## src/hw/rtl/akpq_pkg.sv

```systemverilog
// Shared constants, codes and the configuration register list of the keypad press qualifier.
`timescale 1ns / 1ps

package akpq_pkg;

   // Keypad ladder geometry. STEP_WIDTH is a power of two, so the rounding divide is a shift.
   localparam int STEP_WIDTH  = 64;
   localparam int MAP_ENTRIES = 16;
   localparam int ADC_BITS    = 12;

   localparam int LEVEL_W     = 12;
   localparam int CODE_W      = 3;
   localparam int COUNT_W     = 8;
   localparam int MAP_W       = 48;
   localparam int CSR_ADDR_W  = 3;
   localparam int REQ_DATA_W  = 16;
   localparam int RSP_DATA_W  = 8;

   localparam int STEP_SHIFT  = $clog2(STEP_WIDTH);
   localparam int IDX_W       = (MAP_ENTRIES > 1) ? $clog2(MAP_ENTRIES) : 1;

   // Key codes.
   localparam logic [CODE_W-1:0] KEY_NONE = 3'd0;
   localparam logic [CODE_W-1:0] KEY_MENU = 3'd1;
   localparam logic [CODE_W-1:0] KEY_DOWN = 3'd2;
   localparam logic [CODE_W-1:0] KEY_LONG = 3'd7;

   // Configuration register indexes.
   localparam logic [CSR_ADDR_W-1:0] CSR_KEY_MAP       = 3'd0;
   localparam logic [CSR_ADDR_W-1:0] CSR_PRESS_COUNT   = 3'd1;
   localparam logic [CSR_ADDR_W-1:0] CSR_REPEAT_COUNT  = 3'd2;
   localparam logic [CSR_ADDR_W-1:0] CSR_LONG_COUNT    = 3'd3;
   localparam logic [CSR_ADDR_W-1:0] CSR_AUTOREPEAT_EN = 3'd4;

   // Reset values of the configuration registers.
   localparam logic [MAP_W-1:0]   KEY_MAP_RST      = '0;
   localparam logic [COUNT_W-1:0] PRESS_COUNT_RST  = 8'd2;
   localparam logic [COUNT_W-1:0] REPEAT_COUNT_RST = 8'd20;
   localparam logic [COUNT_W-1:0] LONG_COUNT_RST   = 8'd60;

   typedef struct packed {
      logic [LEVEL_W-1:0] adc_level;
      logic               menu_open;
      logic               boot_mode;
   } req_item_type;

   typedef struct packed {
      logic              key_valid;
      logic [CODE_W-1:0] key_code;
      logic              polarity_toggle;
   } rsp_item_type;

endpackage

```

## src/hw/rtl/adc_keypad_press_qualifier.sv

```systemverilog
// Top level of the resistor-ladder keypad press qualifier.
//
//   Channel  | Direction | Contents (lowest bit first)
//   req_     | in        | tdata: adc_level[11:0], menu_open, boot_mode, two zero bits
//   rsp_     | out       | tdata: key_valid, key_code[2:0], polarity_toggle, three zero bits
//   csr_     | in        | csr_we, csr_addr (register index), csr_wdata (48 bits)
//
// Each request yields exactly one response, through an input register and a result register;
// the decode, lookup and hold counter update sit between them, so one request per cycle is
// sustained while responses are taken. Synchronous reset clears the counter, the remembered
// key and both valid flags, and loads the configuration defaults. A stalled response holds the
// result register, and the input register keeps taking requests until it too is full.
`timescale 1ns / 1ps

module adc_keypad_press_qualifier (
   input  logic                             clock,
   input  logic                             reset,
   input  logic                             req_tvalid,
   output logic                             req_tready,
   // adc_level[11:0], menu_open[12], boot_mode[13], zero fill[15:14]
   input  logic [akpq_pkg::REQ_DATA_W-1:0]  req_tdata,
   output logic                             rsp_tvalid,
   input  logic                             rsp_tready,
   // key_valid[0], key_code[3:1], polarity_toggle[4], zero fill[7:5]
   output logic [akpq_pkg::RSP_DATA_W-1:0]  rsp_tdata,
   input  logic                             csr_we,
   input  logic [akpq_pkg::CSR_ADDR_W-1:0]  csr_addr,
   input  logic [akpq_pkg::MAP_W-1:0]       csr_wdata
);
   import akpq_pkg::*;

   localparam logic [LEVEL_W-1:0] LEVEL_MASK =
      (ADC_BITS >= LEVEL_W) ? {LEVEL_W{1'b1}} : LEVEL_W'((1 << ADC_BITS) - 1);
   localparam int SUM_W = LEVEL_W - 1;
   localparam int RAW_IDX_W = SUM_W - STEP_SHIFT;
   localparam logic [SUM_W-1:0] HALF_STEP = SUM_W'(STEP_WIDTH / 2);
   localparam logic [RAW_IDX_W-1:0] LAST_ENTRY = RAW_IDX_W'(MAP_ENTRIES - 1);

   // Configuration registers.
   logic [MAP_W-1:0]   key_map_ff;
   logic [COUNT_W-1:0] press_count_ff;
   logic [COUNT_W-1:0] repeat_count_ff;
   logic [COUNT_W-1:0] long_count_ff;
   logic               autorepeat_en_ff;

   // Input register.
   logic         in_valid_ff;
   req_item_type in_item_ff;

   // Result register.
   logic         out_valid_ff;
   rsp_item_type out_item_ff;
   rsp_item_type out_item_in;

   // Press state.
   logic [COUNT_W-1:0] hold_ff;
   logic [COUNT_W-1:0] hold_in;
   logic [CODE_W-1:0]  remembered_ff;
   logic [CODE_W-1:0]  remembered_in;

   logic               out_load;
   logic [LEVEL_W-1:0] level;
   logic [SUM_W-1:0]   rounded;
   logic [RAW_IDX_W-1:0] raw_idx;
   logic [IDX_W-1:0]   idx;
   logic [CODE_W-1:0]  code;
   logic [COUNT_W-1:0] long_m1;
   logic [COUNT_W-1:0] hold_base;
   logic               valid;
   logic [CODE_W-1:0]  report;
   logic               toggle;

   assign out_load   = in_valid_ff && (!out_valid_ff || rsp_tready);
   assign req_tready = !in_valid_ff || out_load;

   assign rsp_tvalid = out_valid_ff;
   assign rsp_tdata  = {3'b000, out_item_ff.polarity_toggle, out_item_ff.key_code,
                        out_item_ff.key_valid};

   // Round the quarter level to the nearest ladder step and clamp to the map.
   always_comb begin
      level   = in_item_ff.adc_level & LEVEL_MASK;
      rounded = SUM_W'(level >> 2) + HALF_STEP;
      raw_idx = RAW_IDX_W'(rounded >> STEP_SHIFT);
      if (raw_idx >= LAST_ENTRY) begin
         idx = IDX_W'(LAST_ENTRY);
      end else begin
         idx = IDX_W'(raw_idx);
      end
      code = key_map_ff[CODE_W * idx +: CODE_W];
   end

   always_comb begin
      long_m1       = long_count_ff - 8'd1;
      valid         = 1'b0;
      report        = KEY_NONE;
      toggle        = 1'b0;
      remembered_in = remembered_ff;
      hold_base     = hold_ff;
      hold_in       = hold_ff;
      if (code == KEY_NONE) begin
         hold_in = '0;
         if (remembered_ff == KEY_MENU) begin
            valid         = 1'b1;
            report        = KEY_MENU;
            remembered_in = KEY_NONE;
         end
      end else begin
         if (hold_ff == press_count_ff) begin
            if (!in_item_ff.boot_mode) begin
               remembered_in = code;
            end
            if (in_item_ff.boot_mode || code != KEY_MENU) begin
               valid  = 1'b1;
               report = code;
            end
         end
         // Repeat and long handling override a press reported in the same request.
         if (hold_ff >= repeat_count_ff) begin
            if (code != KEY_MENU) begin
               if (in_item_ff.menu_open) begin
                  hold_base = press_count_ff;
                  if (autorepeat_en_ff) begin
                     remembered_in = code;
                     valid         = 1'b1;
                     report        = code;
                  end
               end else if (code == KEY_DOWN && hold_ff == long_m1) begin
                  toggle = 1'b1;
               end
            end else if (hold_ff == long_m1) begin
               remembered_in = KEY_LONG;
               valid         = 1'b1;
               report        = KEY_LONG;
            end
         end
         if (hold_base < long_count_ff) begin
            hold_in = hold_base + 8'd1;
         end else begin
            hold_in = hold_base;
         end
      end
      out_item_in.key_valid       = valid;
      out_item_in.key_code        = valid ? report : KEY_NONE;
      out_item_in.polarity_toggle = toggle;
   end

   always_ff @(posedge clock) begin
      if (reset) begin
         key_map_ff       <= KEY_MAP_RST;
         press_count_ff   <= PRESS_COUNT_RST;
         repeat_count_ff  <= REPEAT_COUNT_RST;
         long_count_ff    <= LONG_COUNT_RST;
         autorepeat_en_ff <= 1'b1;
      end else if (csr_we) begin
         unique case (csr_addr)
            CSR_KEY_MAP:       key_map_ff       <= csr_wdata;
            CSR_PRESS_COUNT:   press_count_ff   <= csr_wdata[COUNT_W-1:0];
            CSR_REPEAT_COUNT:  repeat_count_ff  <= csr_wdata[COUNT_W-1:0];
            CSR_LONG_COUNT:    long_count_ff    <= csr_wdata[COUNT_W-1:0];
            CSR_AUTOREPEAT_EN: autorepeat_en_ff <= csr_wdata[0];
            default: ;
         endcase
      end
   end

   always_ff @(posedge clock) begin
      if (reset) begin
         in_valid_ff   <= 1'b0;
         out_valid_ff  <= 1'b0;
         hold_ff       <= '0;
         remembered_ff <= KEY_NONE;
      end else begin
         if (req_tready) begin
            in_valid_ff <= req_tvalid;
         end
         if (out_load) begin
            out_valid_ff  <= 1'b1;
            hold_ff       <= hold_in;
            remembered_ff <= remembered_in;
         end else if (rsp_tready) begin
            out_valid_ff <= 1'b0;
         end
      end
   end

   always_ff @(posedge clock) begin
      if (req_tready && req_tvalid) begin
         in_item_ff.adc_level <= req_tdata[LEVEL_W-1:0];
         in_item_ff.menu_open <= req_tdata[LEVEL_W];
         in_item_ff.boot_mode <= req_tdata[LEVEL_W+1];
      end
      if (out_load) begin
         out_item_ff <= out_item_in;
      end
   end

endmodule

```

## config.mk

```make
export PLATFORM = sky130hd
export DESIGN_NAME = adc_keypad_press_qualifier
export DESIGN_NICKNAME = d
export VERILOG_FILES = /design/src/hw/rtl/akpq_pkg.sv /design/src/hw/rtl/adc_keypad_press_qualifier.sv
export SDC_FILE = /design/constraint.sdc
export NUM_CORES = 1
export LEC_CHECK = 0
export BUFFER_PORTS_ARGS = -buffer_cell sky130_fd_sc_hd__buf_2
export CORE_MARGIN = 2
export CORE_UTILIZATION = 40
export CTS_CLUSTER_DIAMETER = 120
export CTS_CLUSTER_SIZE = 20
export DETAILED_ROUTE_END_ITERATION = 10
export PLACE_DENSITY = 0.65
export SLEW_MARGIN = 5
export SYNTH_ARGS = -nofsm -noshare
export SYNTH_HDL_FRONTEND = slang
export SYNTH_SLANG_ARGS = --single-unit
```

## constraint.sdc

```tcl
create_clock -name clock -period 6.1 [get_ports clock]
set_input_delay 1.22 -clock clock [delete_from_list [all_inputs] [get_ports clock]]
set_output_delay 1.22 -clock clock [all_outputs]
set_load 0.1 [all_outputs]
```

== After elaboration in Yosys (flattened, before gate mapping) ==
Cells that the tools add are included.

* Output and inout port bits: 10
* Flip-flop bits (word level): 105
* Input bits: 72

* Eq/ne operators: 10
* $lt $le $gt $ge: 3
* Bitwise gates (word level): 2
* Shifts and indexed selects: 1
* Multiply operators: 1
* Multiplexer cells: 37
* Add/sub/neg operators: 3
* Reduce and logical (&&, ||, !) cells: 18

{| class="wikitable"
|+ Operators by type and width
! kind !! number
|-
| 2-to-1 mux 3 bit || 17
|-
| 2-to-1 mux 8 bit || 6
|-
| indexed part select 48 x 7 -> 3 bit || 1
|-
| == test 8 bit || 2
|-
| 2-to-1 mux 1 bit || 13
|-
| AND reduction 2 bit || 6
|-
| adder 10 x 6 -> 11 bit, second input constant || 1
|-
| == test 3 x 2 -> 1 bit, second input constant || 3
|-
| adder 8 x 1 -> 8 bit, second input constant || 1
|-
| greater-or-equal comparator 8 bit || 1
|-
| < comparator 8 bit || 1
|-
| subtractor 8 x 1 -> 8 bit, second input constant || 1
|-
| == test 3 x 1 -> 1 bit, second input constant || 2
|-
| logical NOT 3 bit || 2
|-
| multiplier 2 x 4 -> 6 bit, first input constant || 1
|-
| greater-or-equal comparator 5 x 4 -> 1 bit, second input constant || 1
|-
| 2-to-1 mux 4 bit || 1
|-
| OR reduction 4 bit || 1
|-
| == test 3 bit, second input constant || 1
|-
| logical AND 1 bit || 3
|-
| logical OR 1 bit || 3
|-
| != test 3 x 1 -> 1 bit, second input constant || 1
|-
| logical NOT 1 bit || 2
|-
| != test 2 x 1 -> 1 bit, second input constant || 1
|-
| other kinds (2) || 3
|}

== Depth between registers and ports, before layout ==
* Word-level depth: 14
* Gate-level depth with buffers: 24
* Mapped depth without buffers: 20

== Worst setup path after synthesis ==
OpenSTA, ideal clock, no wires.

* Kind: reg-to-reg
* Start: register in_item_ff, in the netlist level[7]
* End: register hold_ff[5]
* Data required time: 5.983 ns
* Path buffers: 4
* Cell stages (with the launch flop): 22
* Data arrival time: 4.781 ns
* Path slack: 1.201 ns
* Clock period less this slack: 4.899 ns
* Cells stage by stage: edfxtp_1 -> ha_1 -> inv_1 -> o21ai_2 -> buf_6 -> a221oi_2 -> nor4_1 -> or4_1 -> buf_2 -> o311ai_4 -> buf_8 -> mux2i_2 -> inv_1 -> ha_1 -> nand3_1 -> or2_2 -> a31oi_1 -> nor2_1 -> a32o_1 -> buf_2 -> a31o_2 -> a32o_1

* Word-level cells in the longest chain between the ends: 12
* Elaborated cells between the ends (all ways): 14
* Those cells by class: add/sub: 2; mul: 1; order compare: 2; eq/ne: 1; shift: 1; mux: 6; reduce/logical: 1

{| class="wikitable"
|+ RTL lines
! what !! line !! source
|-
| start, declared || adc_keypad_press_qualifier.sv:48 || <nowiki>req_item_type in_item_ff;</nowiki>
|-
| adder 10 x 6 -> 11 bit (*) || adc_keypad_press_qualifier.sv:83 || <nowiki>rounded = SUM_W'(level >> 2) + HALF_STEP;</nowiki>
|-
| greater-or-equal comparator 5 x 4 -> 1 bit || adc_keypad_press_qualifier.sv:85 || <nowiki>if (raw_idx >= LAST_ENTRY) begin</nowiki>
|-
| 2-to-1 mux 4 bit (*) || adc_keypad_press_qualifier.sv:85 ||
|-
| multiplier 2 x 4 -> 6 bit (*) || adc_keypad_press_qualifier.sv:90 || <nowiki>code = key_map_ff[CODE_W * idx +: CODE_W];</nowiki>
|-
| indexed part select 48 x 7 -> 3 bit (*) || adc_keypad_press_qualifier.sv:90 ||
|-
| != test 3 x 1 -> 1 bit || adc_keypad_press_qualifier.sv:120 || <nowiki>if (code != KEY_MENU) begin</nowiki>
|-
| 2-to-1 mux 8 bit || adc_keypad_press_qualifier.sv:120 ||
|-
| 2-to-1 mux 8 bit || adc_keypad_press_qualifier.sv:119 || <nowiki>if (hold_ff >= repeat_count_ff) begin</nowiki>
|-
| 2-to-1 mux 8 bit || adc_keypad_press_qualifier.sv:101 || <nowiki>if (code == KEY_NONE) begin</nowiki>
|-
| adder 8 x 1 -> 8 bit / < comparator 8 bit (equally long branches) || adc_keypad_press_qualifier.sv:138, adc_keypad_press_qualifier.sv:137 ||
|-
| 2-to-1 mux 8 bit || adc_keypad_press_qualifier.sv:137 || <nowiki>if (hold_base < long_count_ff) begin</nowiki>
|-
| 2-to-1 mux 8 bit (*) || adc_keypad_press_qualifier.sv:101 ||
|-
| end signal, assigned || adc_keypad_press_qualifier.sv:179 || <nowiki>hold_ff <= hold_in;</nowiki>
|-
| end, declared || adc_keypad_press_qualifier.sv:56 || <nowiki>logic [COUNT_W-1:0] hold_ff;</nowiki>
|}

Mark *: on every way between the ends. The rest lies on a longest branch, timed or not. The select of a mux whose other input is x is not followed.
A chain may end at the register's enable or synchronous reset.

== Worst setup path after layout ==
* Start: register in_item_ff, in the netlist level[9]
* End: register hold_ff[5]

Same word-level chain as after synthesis.

==> impl_metrics.ini <==
[power_and_ir_drop]
switching_share_pct = 26.46
power.density_mw_per_mm2 = 242.7
leakage_nw = 2.383
p_switching_mw = 0.3927
seqPwrFrac_pct = 46.2
vdd_drop_max_mv = 0.1135
clockPowerShare_pct = 40.8
share_comb_of_total_power_pct = 13.0
intPower_mw = 1.092

[critical_path]
crit_type = flip-flop to flip-flop
worstReg2RegStart = level[9]$_DFFE_PP_
arrival_ps = 5940
worst_r2r_path_depth = 18
path_max_fanout = 16
required_ps = 6350
crit_path_start_kind = flip-flop
reg2reg_to = hold_ff[5]$_SDFFE_PP0P_
r2r_setup_slack_ps = 410
critPathCaptureType = flip-flop

[finish]
final_nets = 813
finalInstanceArea_mm2 = 0.006117
antenna_cells = 0
syn_to_final_growth_pct = 14.26
fillCellCount = 1333
final_util_pct = 46.56
final_layout_size_suffix_gt1_share_pct = 15.38

[sta]
setup_viol = 0
fin_crit_ps = 5694
rsz0062_at_grt = no
fin_crit_sh_pct = 93.35
fin_skew_ps = 8.295
relSlewSlack_pct = 35.12
worst_pin_slew_ps = 964.9
hold_viol_final = 0
tns_ps = 0
fmax_mhz = 175.6
setup_ws_ps = 405.9
slew_violations = 0

[flow_run]
cap_violations = 0

[drt]
drt-initial-drc-count = 282
ant_nets = 0
vias = 4923
drcViolationCount = 0
drt-total-wl_mm = 13.74
viasPerCell = 5.446
wire_per_inst_um = 15.20
dr.pass1.iters = 5

[cts]
clkLatencyLatePin_ps = 350
ctsHoldBuffers = 0
clk_pin_slew_ps = 70
cts_tree = built
cts-root-buf = clkbuf_16
cts_made_buffers = 9
cts.sinks = 98
clock_path_buffers = 2
cts_max_level = 3

[synth]
yosysSeqAreaShare_pct = 38.89
ys_ff_latch = 98
syn_avg_cell_area_um2 = 7.979
synth_cell_types = 66
netlist_area_mm2 = 0.005354
ys.flop_type = dfxtp_1
synth_edf_count = 12
ys_async_sr_fraction_pct = 0
yosys-top-cells-count = 172 x nand2_1, 86 x dfxtp_1, 82 x a21oi_1
syn_inst = 671
synth_area_leaders = dfxtp_1 32%, nand2_1 12%, a21oi_1 7.7%
ys_warn_count = 0
yosysTopAreaCellShare_pct = 32.16
synth_top_area_cell = dfxtp_1
yosys.cell_count.top_type = nand2_1

[worst_hold_path]
min_delay_path_depth = 2
min_from = key_map_ff[1]$_SDFFE_PP0P_
hold_class = flip-flop to flip-flop
holdPathEnd = key_map_ff[1]$_SDFFE_PP0P_

[floorplanning]
fp.dieH_um = 119.7
start_util_pct = 40.75
core_area_mm2 = 0.01314
die_w_um = 119.7
num_rows = 42
ios = 82
dieArea_mm2 = 0.01433

[placed_design]
hpwl_mm = 10.04
io_buffers = 69
placed_area_mm2 = 0.005786
dp_slack_ps = 409.7
gp_congestion = 0.9156

[global_routing]
antenna_found_initial = 0
grt_pass1_wl_mm = 22.41
overflow = 0
grt_pass1_vias = 4600
grt_max_degree = 73
grt_usage_pct = 19.50

[outcome]
status = complete, no violations
-- cells in the final DEF (no fill, tap or decap), types with 4 or more instances in the layout --
cell	n
mux2_2	4
nand3_1	18
inv_1	27
nand4_1	10
o31ai_1	5
and2_1	4
a31oi_1	5
a21oi_1	82
nor2b_1	12
mux2i_1	15
ha_1	18
xnor2_1	14
a221oi_1	8
a211oi_1	5
o21ai_0	10
o211ai_1	9
edfxtp_1	12
nand2_1	172
buf_2	69
xor2_1	5
and3_1	4
nor3_1	14
a32o_1	4
clkbuf_16	9
or4_1	5
nor4_1	6
dfxtp_1	86
buf_4	8
a21o_1	7
nand2b_1	4
nor2_1	21
-- worst max path at each step --
stage                                          to  slack (ps)                start  depth (start not counted)
after floorplan           hold_ff[5]$_SDFFE_PP0P_        1200   level[7]$_DFFE_PP_                         21
after global placement    hold_ff[7]$_SDFFE_PP0P_         440  level[11]$_DFFE_PP_                         18
after detailed placement  hold_ff[5]$_SDFFE_PP0P_         410   level[9]$_DFFE_PP_                         18
after CTS                 hold_ff[5]$_SDFFE_PP0P_         380   level[9]$_DFFE_PP_                         18
after global routing      hold_ff[5]$_SDFFE_PP0P_          50   level[9]$_DFFE_PP_                         18
final                     hold_ff[5]$_SDFFE_PP0P_         410   level[9]$_DFFE_PP_                         18
-- flip-flops by register name, summed over array words and instances (netlist names) --
signal and flops:
repeat_count_ff 8, rsp_tvalid 1, in_item_ff 2, level 5, autorepeat_en_ff 1, hold_ff 8, remembered_ff 3, rsp_tdata 5
long_count_ff 8, press_count_ff 8, in_valid_ff 1, key_map_ff 48
-- power by group through the flow --
stage | Clock (mW) | Combinational, mW | Sequential (mW)
global route | 0.646 | 0.211 | 0.688
floorplan | 0 | 0.124 | 0.709
global placement | 0 | 0.185 | 0.700
finish | 0.605 | 0.192 | 0.687
detailed placement | 0 | 0.189 | 0.701
CTS | 0.619 | 0.190 | 0.686
-- kinds of logic (layout without fill, tap and decap cells) --
kind of cell             after synthesis  in the layout  synth area share, %
AND/OR/NAND/NOR                      284            284                23.98
AO/OA/AOI/OAI                        165            165                20.12
flip-flops                            98             98                38.89
buffers and inverters                 66            121                5.725
multiplexers                          20             20                3.903
XOR/XNOR                              19             19                3.108
adder cells (fa/ha/maj)               18             18                4.207
other                                  1              3              0.07004
-- cell type report --
class,instances,area (µm²),share of cell area (%)
clock buffers,9,225.2,3.682
well taps,176,220.2,3.600
repair buffers,77,405.4,6.627
multi-input cells,509,2987,48.82
flip-flops and latches,98,2082,34.04
clock inverters,7,92.59,1.514
inverters,28,105.1,1.718
-- stage by stage --
stage | instances | power (mW) | hold WS (ps)
5_1_grt | 904 | 1.545 | 477.8
3_3_place_gp | 888 | 0.8851 | 438.8
4_1_cts | 904 | 1.495 | 452.3
2_1_floorplan | 673 | 0.8332 | 431.8
3_5_place_dp | 888 | 0.8895 | 443.0
6_report | 904 | 1.484 | 452.0
-- metal layers --
| layer | wire length [µm] | track usage, % | up-vias |
|---|---|---|---|
| li1 | - | - | 2465 |
| met1 | 6089 | 24.58 | 2295 |
| met2 | 6692 | 33.57 | 145 |
| met3 | 723 | 3.089 | 18 |
| met4 | 233 | 7.279 | 0 |
| met5 | 0 | 0 | - |
-- timing repair --
action,in CTS,in global routing
buffers inserted,0,0
resized for setup,0,2
endpoints found under the setup margin,0,5
-- critical path, cell delays in order (launching register included) --
cell and delay [ps]:
edfxtp_1 550, nand3_1 290, o21ai_4 470, mux2i_1 280
a2111oi_0 160, or4_1 730, o311ai_4 650, mux2i_2 420
inv_1 120, ha_1 300, a21o_1 180, a21oi_1 140
nor2_1 50, nor2_1 80, nand2_1 120, nor2_1 140
a32o_1 460, nand4_1 170, a32o_1 270
Power figures use the tool's default switching activity.
